==> config.mk <==
export PLATFORM = sky130hd
export DESIGN_NAME = onewire_master_with_bus_guard_top
export DESIGN_NICKNAME = d
export VERILOG_FILES = /design/src/sv/owmbg_pkg.sv /design/src/sv/onewire_master_with_bus_guard_top.sv
export SDC_FILE = /design/constraint.sdc
export NUM_CORES = 1
export LEC_CHECK = 0
export BUFFER_PORTS_ARGS = -buffer_cell sky130_fd_sc_hd__buf_2
export CAP_MARGIN = 10
export CORE_UTILIZATION = 37
export CTS_CLUSTER_SIZE = 12
export DETAILED_ROUTE_END_ITERATION = 7
export PLACE_DENSITY_LB_ADDON = 0.1
export RECOVER_POWER = 25
export SLEW_MARGIN = 20
export SYNTH_ARGS = -nofsm -noshare
export SYNTH_HDL_FRONTEND = slang
export SYNTH_SLANG_ARGS = --single-unit
export TNS_END_PERCENT = 20
==> constraint.sdc <==
create_clock -name clk -period 3.7 [get_ports clk]
set_input_delay 0.185 -clock clk [delete_from_list [all_inputs] [get_ports clk]]
set_output_delay 0.185 -clock clk [all_outputs]
set_load 0.05 [all_outputs]
==> src/sv/owmbg_pkg.sv <==
// Shared types, codes and timing constants for the two-segment 1-Wire master.
package owmbg_pkg;

  localparam int MV_W        = 13;
  localparam int SAMPLE_BITS = 13;
  localparam int TICK_W      = 9;

  // Sense samples keep only the low SAMPLE_BITS bits of each field.
  localparam logic [MV_W-1:0] SAMPLE_MASK =
    (SAMPLE_BITS >= MV_W) ? {MV_W{1'b1}} : MV_W'((1 << SAMPLE_BITS) - 1);

  localparam logic [TICK_W-1:0] SAFE_GAP     = TICK_W'(10);
  localparam logic [TICK_W-1:0] STUCK_TICK   = TICK_W'(3);
  localparam logic [TICK_W:0]   RST_PULL_LEN = (TICK_W+1)'(480);
  localparam logic [TICK_W:0]   PULL_ONE_LEN = (TICK_W+1)'(6);
  localparam logic [TICK_W:0]   PULL_ZERO_LEN = (TICK_W+1)'(60);
  localparam logic [TICK_W:0]   REC_ONE_LEN  = (TICK_W+1)'(64);
  localparam logic [TICK_W:0]   REC_ZERO_LEN = (TICK_W+1)'(10);
  localparam logic [TICK_W:0]   RST_WAIT_LEN = (TICK_W+1)'(15);
  localparam logic [TICK_W:0]   RST_WIN_LEN  = (TICK_W+1)'(240);

  localparam logic [MV_W-1:0] LINE_LOW_RST = MV_W'(800);
  localparam logic [MV_W-1:0] SHORT_RST    = MV_W'(1500);
  localparam logic [MV_W-1:0] OVERVOLT_RST = MV_W'(5500);

  typedef enum logic [1:0] {
    ACT_TICK  = 2'd0,
    ACT_RESET = 2'd1,
    ACT_BIT   = 2'd2,
    ACT_BYTE  = 2'd3
  } action_t;

  typedef enum logic [2:0] {
    ST_OK      = 3'd0,
    ST_FAULTED = 3'd1,
    ST_UNSAFE  = 3'd2,
    ST_STUCK   = 3'd3,
    ST_BUSY    = 3'd4
  } status_t;

  typedef enum logic [3:0] {
    PH_IDLE      = 4'd0,
    PH_PRE_SAFE  = 4'd1,
    PH_PULL      = 4'd2,
    PH_RST_WAIT  = 4'd3,
    PH_RST_WIN   = 4'd4,
    PH_RECOVER   = 4'd5,
    PH_POST_SAFE = 4'd6
  } phase_t;

  typedef enum logic [1:0] {
    CFG_LINE_LOW = 2'd0,
    CFG_SHORT    = 2'd1,
    CFG_OVERVOLT = 2'd2
  } cfg_idx_t;

  // Result word, highest bit first.
  typedef struct packed {
    logic       pad;
    logic       pad2;
    logic       pad3;
    logic       pad4;
    logic       pad5;
    logic       pad6;
    logic       pad7;
    logic       fault_latched;
    logic       presence;
    status_t    status;
    logic       done_res;
    logic       busy_res;
    logic       pull_downstream;
    logic       pull_upstream;
  } res_t;

endpackage

==> src/sv/onewire_master_with_bus_guard_top.sv <==
// Two-segment 1-Wire master with bus safety checks, stepped by tick words.
// A result word is registered into the output register, or into the skid entry while out_ stalls.
// Throughput: one word per cycle; a two-entry output buffer keeps in_tready high
// while one result waits, so input stalls only when both entries are full.
// Reset (rst_n low, synchronous) returns the sequencer to idle, clears the stuck
// fault and both output entries, and loads the default voltage thresholds.
module onewire_master_with_bus_guard_top
  import owmbg_pkg::*;
(
  input  logic        clk,
  input  logic        rst_n,
  input  logic        in_tvalid,
  output logic        in_tready,
  // port[0], value[8:1], upstream_mv[21:9], downstream_mv[34:22], zeros[39:35]
  input  logic [39:0] in_tdata,
  // action[1:0]
  input  logic [1:0]  in_tuser,
  output logic        out_tvalid,
  input  logic        out_tready,
  // pull_upstream[0], pull_downstream[1], busy_res[2], done_res[3], status[6:4],
  // presence[7], fault_latched[8], zeros[15:9]
  output logic [15:0] out_tdata,
  input  logic        cfg_we,
  input  logic [1:0]  cfg_addr,
  input  logic [12:0] cfg_wdata
);

  logic [MV_W-1:0] line_low_r, short_r, overvolt_r;

  phase_t            phase_r, phase_nxt;
  logic [TICK_W-1:0] tick_r, tick_nxt;
  logic              port_r, port_nxt;
  action_t           kind_r, kind_nxt;
  logic [7:0]        shift_r, shift_nxt;
  logic [3:0]        bits_r, bits_nxt;
  logic              first_bad_r, first_bad_nxt;
  logic              pres_seen_r, pres_seen_nxt;
  logic              stuck_r, stuck_nxt;

  res_t res;
  res_t out_d_r, sk_d_r;
  logic out_v_r, sk_v_r;

  action_t         act;
  logic            cmd_port;
  logic [7:0]      cmd_value;
  logic [MV_W-1:0] up_mv, down_mv, sense;
  logic            push, pop;
  logic            drive, done, pres, sense_bad;
  status_t         status;
  logic [TICK_W:0] tick_inc, pull_len, rec_len;

  assign act       = action_t'(in_tuser);
  assign cmd_port  = in_tdata[0];
  assign cmd_value = in_tdata[8:1];
  assign up_mv     = in_tdata[21:9] & SAMPLE_MASK;
  assign down_mv   = in_tdata[34:22] & SAMPLE_MASK;
  assign sense     = port_r ? down_mv : up_mv;
  assign sense_bad = (sense < short_r) || (sense > overvolt_r);
  assign tick_inc  = {1'b0, tick_r} + (TICK_W+1)'(1);
  assign pull_len  = (kind_r == ACT_RESET) ? RST_PULL_LEN :
                     (shift_r[0] ? PULL_ONE_LEN : PULL_ZERO_LEN);
  assign rec_len   = shift_r[0] ? REC_ONE_LEN : REC_ZERO_LEN;

  assign in_tready = ~sk_v_r;
  assign push      = in_tvalid & in_tready;
  assign pop       = out_v_r & out_tready;

  // Next state of the sequencer for the word at the input.
  always_comb begin
    phase_nxt     = phase_r;
    tick_nxt      = tick_r;
    port_nxt      = port_r;
    kind_nxt      = kind_r;
    shift_nxt     = shift_r;
    bits_nxt      = bits_r;
    first_bad_nxt = first_bad_r;
    pres_seen_nxt = pres_seen_r;
    stuck_nxt     = stuck_r;
    drive         = 1'b0;
    done          = 1'b0;
    pres          = 1'b0;
    status        = ST_OK;
    if (act != ACT_TICK) begin
      done = 1'b1;
      if (phase_r != PH_IDLE) begin
        status = ST_BUSY;
      end else if (stuck_r) begin
        status = ST_FAULTED;
      end else begin
        done          = 1'b0;
        port_nxt      = cmd_port;
        kind_nxt      = act;
        shift_nxt     = (act == ACT_BIT) ? {7'd0, cmd_value[0]} : cmd_value;
        bits_nxt      = (act == ACT_BYTE) ? 4'd8 : 4'd1;
        pres_seen_nxt = 1'b0;
        first_bad_nxt = 1'b0;
        tick_nxt      = '0;
        phase_nxt     = PH_PRE_SAFE;
      end
    end else begin
      case (phase_r)
        PH_IDLE: begin
        end
        PH_PRE_SAFE, PH_POST_SAFE: begin
          if (tick_r == '0) begin
            first_bad_nxt = sense_bad;
            tick_nxt      = TICK_W'(1);
          end else if (tick_r < SAFE_GAP) begin
            tick_nxt = tick_inc[TICK_W-1:0];
          end else begin
            tick_nxt = '0;
            if (first_bad_r || sense_bad) begin
              done      = 1'b1;
              status    = ST_UNSAFE;
              phase_nxt = PH_IDLE;
            end else if (phase_r == PH_PRE_SAFE) begin
              phase_nxt = PH_PULL;
            end else begin
              shift_nxt = {1'b0, shift_r[7:1]};
              bits_nxt  = bits_r - 4'd1;
              if (bits_r == 4'd1) begin
                done      = 1'b1;
                phase_nxt = PH_IDLE;
              end else begin
                phase_nxt = PH_PRE_SAFE;
              end
            end
          end
        end
        PH_PULL: begin
          drive = 1'b1;
          if (tick_r == STUCK_TICK && sense > line_low_r) begin
            // Line did not follow the pull: release and latch for good.
            drive     = 1'b0;
            stuck_nxt = 1'b1;
            done      = 1'b1;
            status    = ST_STUCK;
            phase_nxt = PH_IDLE;
            tick_nxt  = '0;
          end else if (tick_inc >= pull_len) begin
            tick_nxt  = '0;
            phase_nxt = (kind_r == ACT_RESET) ? PH_RST_WAIT : PH_RECOVER;
          end else begin
            tick_nxt = tick_inc[TICK_W-1:0];
          end
        end
        PH_RST_WAIT: begin
          if (tick_inc >= RST_WAIT_LEN) begin
            tick_nxt  = '0;
            phase_nxt = PH_RST_WIN;
          end else begin
            tick_nxt = tick_inc[TICK_W-1:0];
          end
        end
        PH_RST_WIN: begin
          if (tick_r[1:0] == 2'd0 && sense < line_low_r) begin
            pres_seen_nxt = 1'b1;
          end
          if (tick_inc >= RST_WIN_LEN) begin
            tick_nxt  = '0;
            done      = 1'b1;
            pres      = pres_seen_nxt;
            phase_nxt = PH_IDLE;
          end else begin
            tick_nxt = tick_inc[TICK_W-1:0];
          end
        end
        PH_RECOVER: begin
          if (tick_inc >= rec_len) begin
            tick_nxt  = '0;
            phase_nxt = PH_POST_SAFE;
          end else begin
            tick_nxt = tick_inc[TICK_W-1:0];
          end
        end
        default: begin
          phase_nxt = PH_IDLE;
          tick_nxt  = '0;
        end
      endcase
    end
  end

  always_comb begin
    res                 = '0;
    res.pull_upstream   = drive & ~port_nxt;
    res.pull_downstream = drive & port_nxt;
    res.busy_res        = (phase_nxt != PH_IDLE);
    res.done_res        = done;
    res.status          = done ? status : ST_OK;
    res.presence        = pres;
    res.fault_latched   = stuck_nxt;
  end

  always_ff @(posedge clk) begin
    if (!rst_n) begin
      line_low_r <= LINE_LOW_RST;
      short_r    <= SHORT_RST;
      overvolt_r <= OVERVOLT_RST;
    end else if (cfg_we) begin
      case (cfg_idx_t'(cfg_addr))
        CFG_LINE_LOW: line_low_r <= cfg_wdata;
        CFG_SHORT:    short_r    <= cfg_wdata;
        CFG_OVERVOLT: overvolt_r <= cfg_wdata;
        default: begin
        end
      endcase
    end
  end

  always_ff @(posedge clk) begin
    if (!rst_n) begin
      phase_r     <= PH_IDLE;
      tick_r      <= '0;
      port_r      <= 1'b0;
      kind_r      <= ACT_TICK;
      shift_r     <= '0;
      bits_r      <= '0;
      first_bad_r <= 1'b0;
      pres_seen_r <= 1'b0;
      stuck_r     <= 1'b0;
    end else if (push) begin
      phase_r     <= phase_nxt;
      tick_r      <= tick_nxt;
      port_r      <= port_nxt;
      kind_r      <= kind_nxt;
      shift_r     <= shift_nxt;
      bits_r      <= bits_nxt;
      first_bad_r <= first_bad_nxt;
      pres_seen_r <= pres_seen_nxt;
      stuck_r     <= stuck_nxt;
    end
  end

  // Output register with one skid entry behind it.
  always_ff @(posedge clk) begin
    if (!rst_n) begin
      out_v_r <= 1'b0;
      sk_v_r  <= 1'b0;
    end else if (!out_v_r || pop) begin
      if (sk_v_r) begin
        out_v_r <= 1'b1;
        sk_v_r  <= push;
      end else begin
        out_v_r <= push;
      end
    end else if (push) begin
      sk_v_r <= 1'b1;
    end
  end

  always_ff @(posedge clk) begin
    if (!out_v_r || pop) begin
      out_d_r <= sk_v_r ? sk_d_r : res;
      if (push) begin
        sk_d_r <= res;
      end
    end else if (push) begin
      sk_d_r <= res;
    end
  end

  assign out_tvalid = out_v_r;
  assign out_tdata  = out_d_r;

endmodule

# After elaboration in Yosys (flattened, before gate mapping)
# Index checks and enable logic that the tools add are counted.
[totals]
regBits = 90
latchBits = 0
mem_bits_rw = 0
mem_bits_ro = 0
elab_cells = 186
mem_count = 0
[op_classes]
n_addsub = 2
multipliers = 0
div = 0
n_lt_le_gt_ge = 9
eq_ne = 20
shift = 0
muxes = 93
n_bitwise = 8
n_reduce_logical = 26
[ops]
columns = ["cell", "n"]
rows = [
  ["$mux 9", 12],
  ["$mux 4", 19],
  ["$mux 8", 9],
  ["$pmux 9 s6", 1],
  ["$mux 1", 36],
  ["$gt 13x13->1", 2],
  ["$lt 13x13->1", 2],
  ["$pmux 4 s6", 1],
  ["$ne 2x2->1 const B", 7],
  ["$mux 13", 1],
  ["$eq 4x3->1 const B", 3],
  ["$mux 2", 6],
  ["$mux 3", 4],
  ["$reduce_and 4->1", 3],
  ["$add 9x1->10 const B", 1],
  ["$ge 10x4->1 const B", 1],
  ["$ge 10x7->1", 1],
  ["$ge 10x8->1 const B", 1],
  ["$ge 10x9->1", 1],
  ["$reduce_bool 2->1", 5],
  ["$eq 9x2->1 const B", 1],
  ["$logic_not 9->1", 1],
  ["$lt 9x4->1 const B", 1],
  ["$eq 4x1->1 const B", 2],
  ["20 further kinds", 37],
]

# Longest topological paths before layout
# Gate-level depths: netlist of the first run.
[depth]
depth_word = 11
ltp_mapped = 14
mapped_depth_nobuf = 13

# Worst setup path before layout of the first run
# No wires, ideal clock.
[synth_timing]
kind = "reg-to-reg"
start = "reg port_r"
end = "reg out_d_r (netlist bit out_tdata[3]), data pin"
t_arrival_ns = 3.164
path_slack_ns = 0.276
stages_incl_launch_ff = 13
period_less_slack_ns = 3.424
path_cell_list = "dfxtp_1 buf_4 clkbuf_1 mux2_2 ha_1 and4_4 a21boi_1 o32a_1 a211o_2 o211a_1 nor4_2 o21ai_1 mux2_2"
[synth_between]
elab_chain_len = 10
word_cells_on_any_way = 14
[synth_lines]
columns = ["element", "line_no", "rtl"]
rows = [
  ["start, declared", "onewire_master_with_bus_guard_top.sv:32", "logic port_r, port_nxt;"],
  ["start signal, assigned", "onewire_master_with_bus_guard_top.sv:226", "port_r <= port_nxt;"],
  ["$mux 13 *", "onewire_master_with_bus_guard_top.sv:58", "assign sense = port_r ? down_mv : up_mv;"],
  ["$lt 13x13->1 / $gt 13x13->1 (equally long branches)", "onewire_master_with_bus_guard_top.sv:59", "assign sense_bad = (sense < short_r) || (sense > overvolt_r);"],
  ["$logic_or 1x1->1", "onewire_master_with_bus_guard_top.sv:59", ""],
  ["$logic_or 1x1->1", "onewire_master_with_bus_guard_top.sv:113", "if (first_bad_r || sense_bad) begin"],
  ["$mux 1", "onewire_master_with_bus_guard_top.sv:113", ""],
  ["$mux 1", "onewire_master_with_bus_guard_top.sv:109", "end else if (tick_r < SAFE_GAP) begin"],
  ["$mux 1", "onewire_master_with_bus_guard_top.sv:106", "if (tick_r == '0) begin"],
  ["$pmux 1 s3 *", "onewire_master_with_bus_guard_top.sv:102", "case (phase_r)"],
  ["$mux 1 *", "onewire_master_with_bus_guard_top.sv:84", "if (act != ACT_TICK) begin"],
  ["named net done", "onewire_master_with_bus_guard_top.sv:49", "logic drive, done, pres, sense_bad;"],
  ["$mux 9 *", "onewire_master_with_bus_guard_top.sv:255", "out_d_r <= sk_v_r ? sk_d_r : res;"],
  ["end signal, assigned", "onewire_master_with_bus_guard_top.sv:255", ""],
  ["end, declared", "onewire_master_with_bus_guard_top.sv:41", "res_t out_d_r, sk_d_r;"],
]
# The timed path passes the listed nets; every way through them passes the cells marked *.
# A chain may end at the register's enable or synchronous reset.

# Worst setup path in the final report of the first run
# Ends and elaborated chain as after synthesis.

==> results of run 1 <==
flip-flops by register name (all words and copies together), names as in the netlist:
| signal | count |
|---|---|
| line_low_r | 13 |
| overvolt_r | 13 |
| short_r | 13 |
| out_tdata | 9 |
| sk_d_r | 9 |
| tick_r | 9 |
| shift_r | 8 |
| bits_r | 4 |
| phase_r | 4 |
| kind_r | 2 |
| first_bad_r | 1 |
| out_tvalid | 1 |
| port_r | 1 |
| pres_seen_r | 1 |
| sk_v_r | 1 |
| stuck_r | 1 |
cells by family after synthesis:
group	after synthesis	synth area share, %
other cells	1	0.06249
xor+xnor	6	0.8757
fa+ha+maj	54	11.26
flops	90	33.03
compound gates	163	20.18
buf+inv	101	7.423
mux	25	4.629
simple gates	264	22.54
routing by layer:
layer | GRT usage [%] | up-vias
li1 | - | 2623
met2 | 29.73 | 85
met1 | 26.41 | 2421
met3 | 3.014 | 10
met4 | 4.844 | 0
met5 | 0 | -
worst max-delay path: cells and delay by family (launching register included):
kind | cells | cell delay (ps)
fa+ha+maj | 1 | 300
simple gates | 3 | 630
buf+inv | 2 | 300
mux | 2 | 670
compound gates | 4 | 940
flops | 1 | 420
final timing paths:
path                 startpoint            end  slack, ps  depth (start not counted)
setup / recovery         port_r   out_tdata[3]        210                         12
setup reg to reg         port_r   out_tdata[3]        210                         12
hold / removal     cfg_wdata[6]     short_r[6]         90                          3
hold reg to reg   line_low_r[1]  line_low_r[1]        470                          2
final cells by class:
type / count / area, sq um
Fill cell: 1651 / 9004
Multi-Input combinational cell: 519 / 3607
Sequential cell: 90 / 1982
Timing Repair Buffer: 86 / 485.5
Tap cell: 216 / 270.3
Clock buffer: 9 / 225.2
Inverter: 56 / 210.2
Clock inverter: 7 / 101.3
report_power, final:
| part | internal, mW | switching [mW] | total [mW] |
|---|---|---|---|
| clock network | 0.597 | 0.414 | 1.01 |
| logic | 0.161 | 0.248 | 0.409 |
| registers | 1.04 | 0.0208 | 1.06 |
| total | 1.80 | 0.683 | 2.48 |
cells in the final DEF, fill, tap and decap left out, types with 21 or more instances in the layout:
cell,n
a21boi_0,23
a21oi_1,23
buf_2,66
dfxtp_1,72
ha_1,54
inv_1,53
nand2_1,104
nand3_1,21
nor2_1,30
o211ai_1,21
through the flow:
step / cell area (sq um) / util [%] / setup WS (ps)
after floorplan: 6023 / - / 275.9
after global placement: 6554 / 41.26 / 240.3
after detailed placement: 6554 / 41.26 / 181.5
after CTS: 6880 / 43.31 / 160.8
after global routing: 6882 / 43.32 / 19.81
final: 6882 / 43.32 / 206.0
==> results.toml, run 1 <==
[synthesis]
synth_edf_count = 18
synth_area_sq_um = 6001
synth_seq_cells = 90
synthArstFlopShare_pct = 0
netlist_instances = 704
syn_area_per_cell_sq_um = 8.524
synth.distinct_cells = 88
synth_warnings = 0
synth_area_leaders = "dfxtp_1, ha_1, edfxtp_1"
yosysSeqAreaShare_pct = 33.03
synthFlopType = "dfxtp_1"
synth_top_area_cell = "dfxtp_1"
yosysMostFrequentCell = "nand2_1"
synth_top_area_share_pct = 24.02
synth_common_cells = "nand2_1, dfxtp_1, ha_1, inv_1, nor2_1"

[status]
status = "finished, violations left"
violations = "capacitance limit, slew limit"

[floorplanning]
ios = 80
die_w_um = 129.4
rows = 46
start_util_pct = 37.78
die-area_sq_um = 16730
core_area_sq_um = 15890
die_h_um = 129.4

[clock_network]
cts_setup_buffers = 0
clock_path_buffers = 2
clockRootBuffer = "clkbuf_16"
numCtsBuffers = 9
cts_resized = 0
cts_max_level = 3
ctsHoldBuffers = 0
numClockSinks = 90
clk_pin_slew_ps = 70
clock_latency_ps = 340
tritoncts = "built"

[sta]
setup_violations = 0
timing.hold.ws_ps = 88.82
timing.fmax_mhz = 286.2
tightest_slew_ps = 1683
rsz0062_at_grt = "no"
fin_crit_sh_pct = 94.43
maxSlewViolCount = 44
finalSetupTns_ps = 0
fin_crit_ps = 3494
hold_violations = 0
finClkSkew_ps = 7.338
relSlewSlack_pct = -12.17

[setup_path]
crit_path_max_incr_delay_ps = 420
end_kind = "flip-flop"
cp_cell_sequence = "buf_12 > buf_4 > mux2_2 > ha_1 > nand4_1 > or2_2 > o32a_1 > a211o_2 > o211a_1 > nor4_2 > o21ai_1 > mux2_2"
critPathMostFrequentCell = "mux2_2"
worstPathRequired_ps = 3800
critical_path_class = "reg2reg"
slowest_stage = "dfxtp_1"
cp.arrival_ps = 3590
cp-start-kind = "flip-flop"
path_max_fanout = 11

[grt]
grt_max_degree = 44
antenna_found_initial = 0
grt_pass1_vias = 4903
track_usage_pct = 18.76
grt_pass1_wl_um = 24410
globalRoute.totalOverflow = 0

[pwr]
powerDensity_nw_per_um2 = 360.8
vdd_drop_max_v = 0.0002168
cellLeakagePower_nw = 2.962
finalPower_mw = 2.483

[drt]
wl_um = 15050
highest_layer = "met4"
vias_per_cell = 5.228
wire_per_inst_um = 15.31
route.vias.total = 5139
drt_iter0_markers = 353
final_antenna_net_count = 0
met3_length_um = 472
drc = 0
met1_length_um = 7683
firstDrtPassIters = 5
wl_met2_um = 6740

[hold_path]
hold_path_class = "in2reg"

[layout]
nNetsFinal = 878
area_delta_synth_final_pct = 14.68
final_cell_count_no_fill = 983
n_antenna_cell = 0
drive_gt1_share_pct = 19.56

[placement]
gp_congestion = 0.8272
placed_cells = 967
hpwl_um = 11350
numPortBuffers = 67

[run]
maxCapViolCount = 1
(Power assumes the default switching activity.)
==> run 2, diff against run 1 <==
--- a/config.mk
+++ b/config.mk
@@ -7,7 +7,7 @@
 export LEC_CHECK = 0
 export BUFFER_PORTS_ARGS = -buffer_cell sky130_fd_sc_hd__buf_2
 export CAP_MARGIN = 10
-export CORE_UTILIZATION = 37
+export CORE_UTILIZATION = 50
 export CTS_CLUSTER_SIZE = 12
 export DETAILED_ROUTE_END_ITERATION = 7
 export PLACE_DENSITY_LB_ADDON = 0.1
==> run 2 against run 1 <==
Net effect: combinational power is 2% lower; setup slack worse by 52 ps; final area is 1.6% lower; critical path depth is 1 lower; die area is 26% lower; clock skew is 2.4 ps higher; total power is 0.56% lower; the run ends with DRC, capacitance limit, slew limit left; sequential cell count stayed put; fmax is 1.5% lower.
==> results.toml, run 2 (synthesis gave the netlist of run 1 again) <==
[status]
status = "finished, violations left"
violations = "DRC, capacitance limit, slew limit"

[drt]
drc = 12
vias_per_cell = 5.686
drt_iter0_markers = 463
wire_per_inst_um = 15.28
final_antenna_net_count = 0
firstDrtPassIters = 8
route.vias.total = 5157
wl_um = 13860

[sta]
hold_violations = 0
finClkSkew_ps = 9.704
tightest_slew_ps = 1832
finalSetupTns_ps = 0
rsz0062_at_grt = "no"
relSlewSlack_pct = -22.12
fin_crit_sh_pct = 95.83
setup_violations = 0
maxSlewViolCount = 44
timing.fmax_mhz = 282.0
fin_crit_ps = 3546

[hold_path]
hold_depth = 3
hp-start = "cfg_wdata[6]"
hold_path_class = "in2reg"

[grt]
track_usage_pct = 23.71
grt_pass1_vias = 4869
grt_pass1_wl_um = 23740
globalRoute.totalOverflow = 0
grt_max_degree = 44
antenna_found_initial = 0

[pwr]
finalPower_mw = 2.469
cellLeakagePower_nw = 2.945
vdd_drop_max_v = 0.0002522
powerDensity_nw_per_um2 = 364.6

[clock_network]
ctsHoldBuffers = 0
cts_max_level = 3
numClockSinks = 90
clock_latency_ps = 350
tritoncts = "built"
numCtsBuffers = 9
clock_path_buffers = 2
clk_pin_slew_ps = 70
clockRootBuffer = "clkbuf_16"

[floorplanning]
die_h_um = 111.6
ios = 80
die-area_sq_um = 12440
start_util_pct = 51.89
rows = 39
die_w_um = 111.6
core_area_sq_um = 11560

[setup_path]
end_kind = "flip-flop"
cp.arrival_ps = 3660
worstPathRequired_ps = 3810
path_max_fanout = 13
timing.critical_path.from = "port_r"
r2r_cells = 11
r2r-start = "port_r"
cp-start-kind = "flip-flop"
critical_path_class = "reg2reg"

[placement]
numPortBuffers = 67
placed_cells = 891
gp_congestion = 0.9205
hpwl_um = 10500

[layout]
area_delta_synth_final_pct = 12.86
final_cell_mix = "nand2_1, dfxtp_1, buf_2"
drive_gt1_share_pct = 19.11
final_cell_count_no_fill = 907
post-route-util_pct = 58.56
reg.largest.list = "line_low_r x13, overvolt_r x13, short_r x13"
layout_commonest_cell = "nand2_1"
nNetsFinal = 875
fillers = 1037
n_antenna_cell = 0

[run]
maxCapViolCount = 1
[run 2: cell count changes in the layout (fill, tap and decap cells not counted), moves of 2 or more]
cell	before	now
buf_2	66	63
clkinvlp_4	2	0
clkbuf_1	2	4
inv_6	1	3
buf_4	17	15
[run 2: stage by stage]
| step | cell area, sq um | hold WS [ps] | setup slack [ps] |
|---|---|---|---|
| finish | 6773 | 88.87 | 154.1 |
| global route | 6773 | 93.36 | 11.85 |
| CTS | 6760 | 79.64 | 163.2 |
| detailed placement | 6435 | 451.3 | 169.2 |
| global placement | 6435 | 439.7 | 219.3 |
| floorplan | 6023 | 323.6 | 275.9 |
[run 2: routing by layer]
layer | global-route usage [%] | vias up | share of wire (%)
li1 | - | 2612 | -
met1 | 32.52 | 2403 | 50
met2 | 38.04 | 126 | 45
met3 | 3.919 | 16 | 4.4
met4 | 7.658 | 0 | 1.3
met5 | 0 | - | 0
[run 2: what timing repair did]
action	in CTS	in global routing
gates resized for setup	0	5
setup endpoints to repair	0	1
setup buffers	0	0
[run 2: worst max-delay path: stages (launching register included)]
cell      delay [ps]
dfxtp_1          420
buf_12           170
mux2_2           370
ha_1             310
a211oi_2         230
nor2_1            80
a211o_1          320
o31ai_2          470
nor2_1           140
nor4_2           280
o21ai_1          180
mux2_2           320
[run 2: cell type report]
type / instances / area [sq um] / share of cell area (%)
repair buffers: 83 / 462.9 / 6.835
inverters: 56 / 210.2 / 3.104
clock buffers: 9 / 225.2 / 3.325
clock inverters: 7 / 100.1 / 1.478
multi-input cells: 519 / 3613 / 53.35
well taps: 143 / 178.9 / 2.642
flip-flops and latches: 90 / 1982 / 29.26
[run 2: worst paths after layout]
check,to,slack (ps)
hold reg to reg,short_r[9],470
hold / removal,overvolt_r[6],90
setup / recovery,out_tdata[3],150
setup reg to reg,out_tdata[3],150
[run 2: where the power goes]
group | total [mW] | internal [mW] | switching, mW | leakage, nW
sequential | 1.06 | 1.04 | 0.0213 | 0.781
clock | 1.00 | 0.598 | 0.405 | 0.157
combinational | 0.402 | 0.158 | 0.243 | 2.01
total | 2.47 | 1.80 | 0.670 | 2.95
==> run 3, diff against run 2 <==
--- a/config.mk
+++ b/config.mk
@@ -11,7 +11,6 @@
 export CTS_CLUSTER_SIZE = 12
 export DETAILED_ROUTE_END_ITERATION = 7
 export PLACE_DENSITY_LB_ADDON = 0.1
-export RECOVER_POWER = 25
 export SLEW_MARGIN = 20
 export SYNTH_ARGS = -nofsm -noshare
 export SYNTH_HDL_FRONTEND = slang
==> run 3 against run 2 <==
Net effect: count of clock-buffer cells in the layout did not move; final cell count did not move; sequential power barely moved; fmax hardly changed; clock skew hardly changed; sequential share of layout area barely moved; core utilization hardly changed; global-route usage unchanged; the flow finishes with violations (DRC); largest cell class unchanged.
==> results.toml, run 3 (synthesis gave the netlist of run 1 again) <==
[floorplanning]
rows = 39
die-area_sq_um = 12440
die_h_um = 111.6
die_w_um = 111.6
ios = 80
core_area_sq_um = 11560
start_util_pct = 51.89

[placement]
numPortBuffers = 67
placed_cells = 891
gp_congestion = 0.9205
hpwl_um = 10500

[grt]
top_usage_layer = "met2"
grt_pass1_wl_um = 23740
use_met3_pct = 3.919
globalRoute.totalOverflow = 0
track_usage_pct = 23.71
antenna_found_initial = 0
grtUsageMet1_pct = 32.52
use_met2_pct = 38.04
grt_max_degree = 44
grt_pass1_vias = 4869

[clock_network]
numCtsBuffers = 9
clk_pin_slew_ps = 70
ctsHoldBuffers = 0
numClockSinks = 90
tritoncts = "built"
clock_path_buffers = 2
clockRootBuffer = "clkbuf_16"
clock_latency_ps = 350
cts_max_level = 3

[layout]
n_antenna_cell = 0
drive_gt1_share_pct = 19.63
final_cell_count_no_fill = 907
area_delta_synth_final_pct = 12.95
layout_commonest_cell = "nand2_1"
nNetsFinal = 875
final_cell_mix = "nand2_1, dfxtp_1, buf_2"
reg.largest.list = "line_low_r x13, overvolt_r x13, short_r x13"
fillers = 1033

[drt]
final_antenna_net_count = 0
vias_per_cell = 5.686
firstDrtPassIters = 8
route.vias.total = 5157
wl_um = 13860
wire_per_inst_um = 15.28
drc = 13
drt_iter0_markers = 463

[run]
maxCapViolCount = 0

[hold_path]
hold_path_class = "in2reg"

[setup_path]
path_max_fanout = 13
cp.arrival_ps = 3660
critical_path_class = "reg2reg"
cp-start-kind = "flip-flop"
worstPathRequired_ps = 3810
end_kind = "flip-flop"

[sta]
maxSlewViolCount = 0
fin_crit_sh_pct = 95.82
finClkSkew_ps = 9.654
finalSetupTns_ps = 0
tightest_slew_ps = 844.9
relSlewSlack_pct = 43.67
rsz0062_at_grt = "no"
setup_violations = 0
fin_crit_ps = 3545
timing.fmax_mhz = 282.1
hold_violations = 0

[status]
status = "finished, violations left"
violations = "DRC"

[pwr]
powerDensity_nw_per_um2 = 364.3
cellLeakagePower_nw = 2.960
vdd_drop_max_v = 0.0002522
==> run 3: critical path: stages, from the launching register on <==
cell and delay [ps]:
dfxtp_1 420, buf_12 170, mux2_2 370, ha_1 310, a211oi_2 230, nor2_1 80, a211o_1 320, o31ai_2 480
nor2_1 140, nor4_2 280, o21ai_1 180, mux2_2 320
==> run 3: final timing paths <==
kind / from / end / cells after the start / slack [ps]
worst min-delay path: cfg_wdata[6] / overvolt_r[6] / 3 / 90
worst min register to register: short_r[9] / short_r[9] / 2 / 470
worst max register to register: port_r / out_tdata[3] / 11 / 150
worst max-delay path: port_r / out_tdata[3] / 11 / 150
==> run 3: layout make-up <==
class | instances | area (sq um) | area share, %
multi-input combinational | 519 | 3613 | 53.31
sequential | 90 | 1982 | 29.24
timing repair buffer | 83 | 467.9 | 6.904
clock buffer | 9 | 225.2 | 3.323
inverter | 56 | 210.2 | 3.101
tap | 143 | 178.9 | 2.640
clock inverter | 7 | 100.1 | 1.477
==> run 3: what timing repair did <==
item                                    in CTS  in global routing
gates resized for setup                      0                  5
endpoints found under the setup margin       0                  1
buffers inserted                             0                  0
==> run 3: power by group <==
group | internal, mW | switching (mW)
clock | 0.598 | 0.405
sequential | 1.04 | 0.0212
combinational | 0.158 | 0.243
total | 1.80 | 0.670
==> run 3: routing by layer <==
layer	wire length, um	part of all wire (%)	up-vias
li1	-	-	2612
met1	6870	50	2406
met2	6189	45	127
met3	627	4.5	12
met4	170	1.2	0
met5	0	0	-
==> run 3: metrics by stage <==
| stage | total power [mW] | hold WS, ps | worst slack [ps] | instance area [sq um] | utilization (%) |
|---|---|---|---|---|---|
| 6_report | 2.469 | 88.95 | 154.6 | 6778 | 58.61 |
| 5_1_grt | 2.581 | 92.73 | 11.85 | 6778 | 58.61 |
| 4_1_cts | 2.497 | 79.64 | 163.2 | 6760 | 58.46 |
| 3_5_place_dp | 1.487 | 451.3 | 169.2 | 6435 | 55.64 |
| 3_3_place_gp | 1.476 | 439.7 | 219.3 | 6435 | 55.64 |
| 2_1_floorplan | 1.378 | 323.6 | 275.9 | 6023 | - |
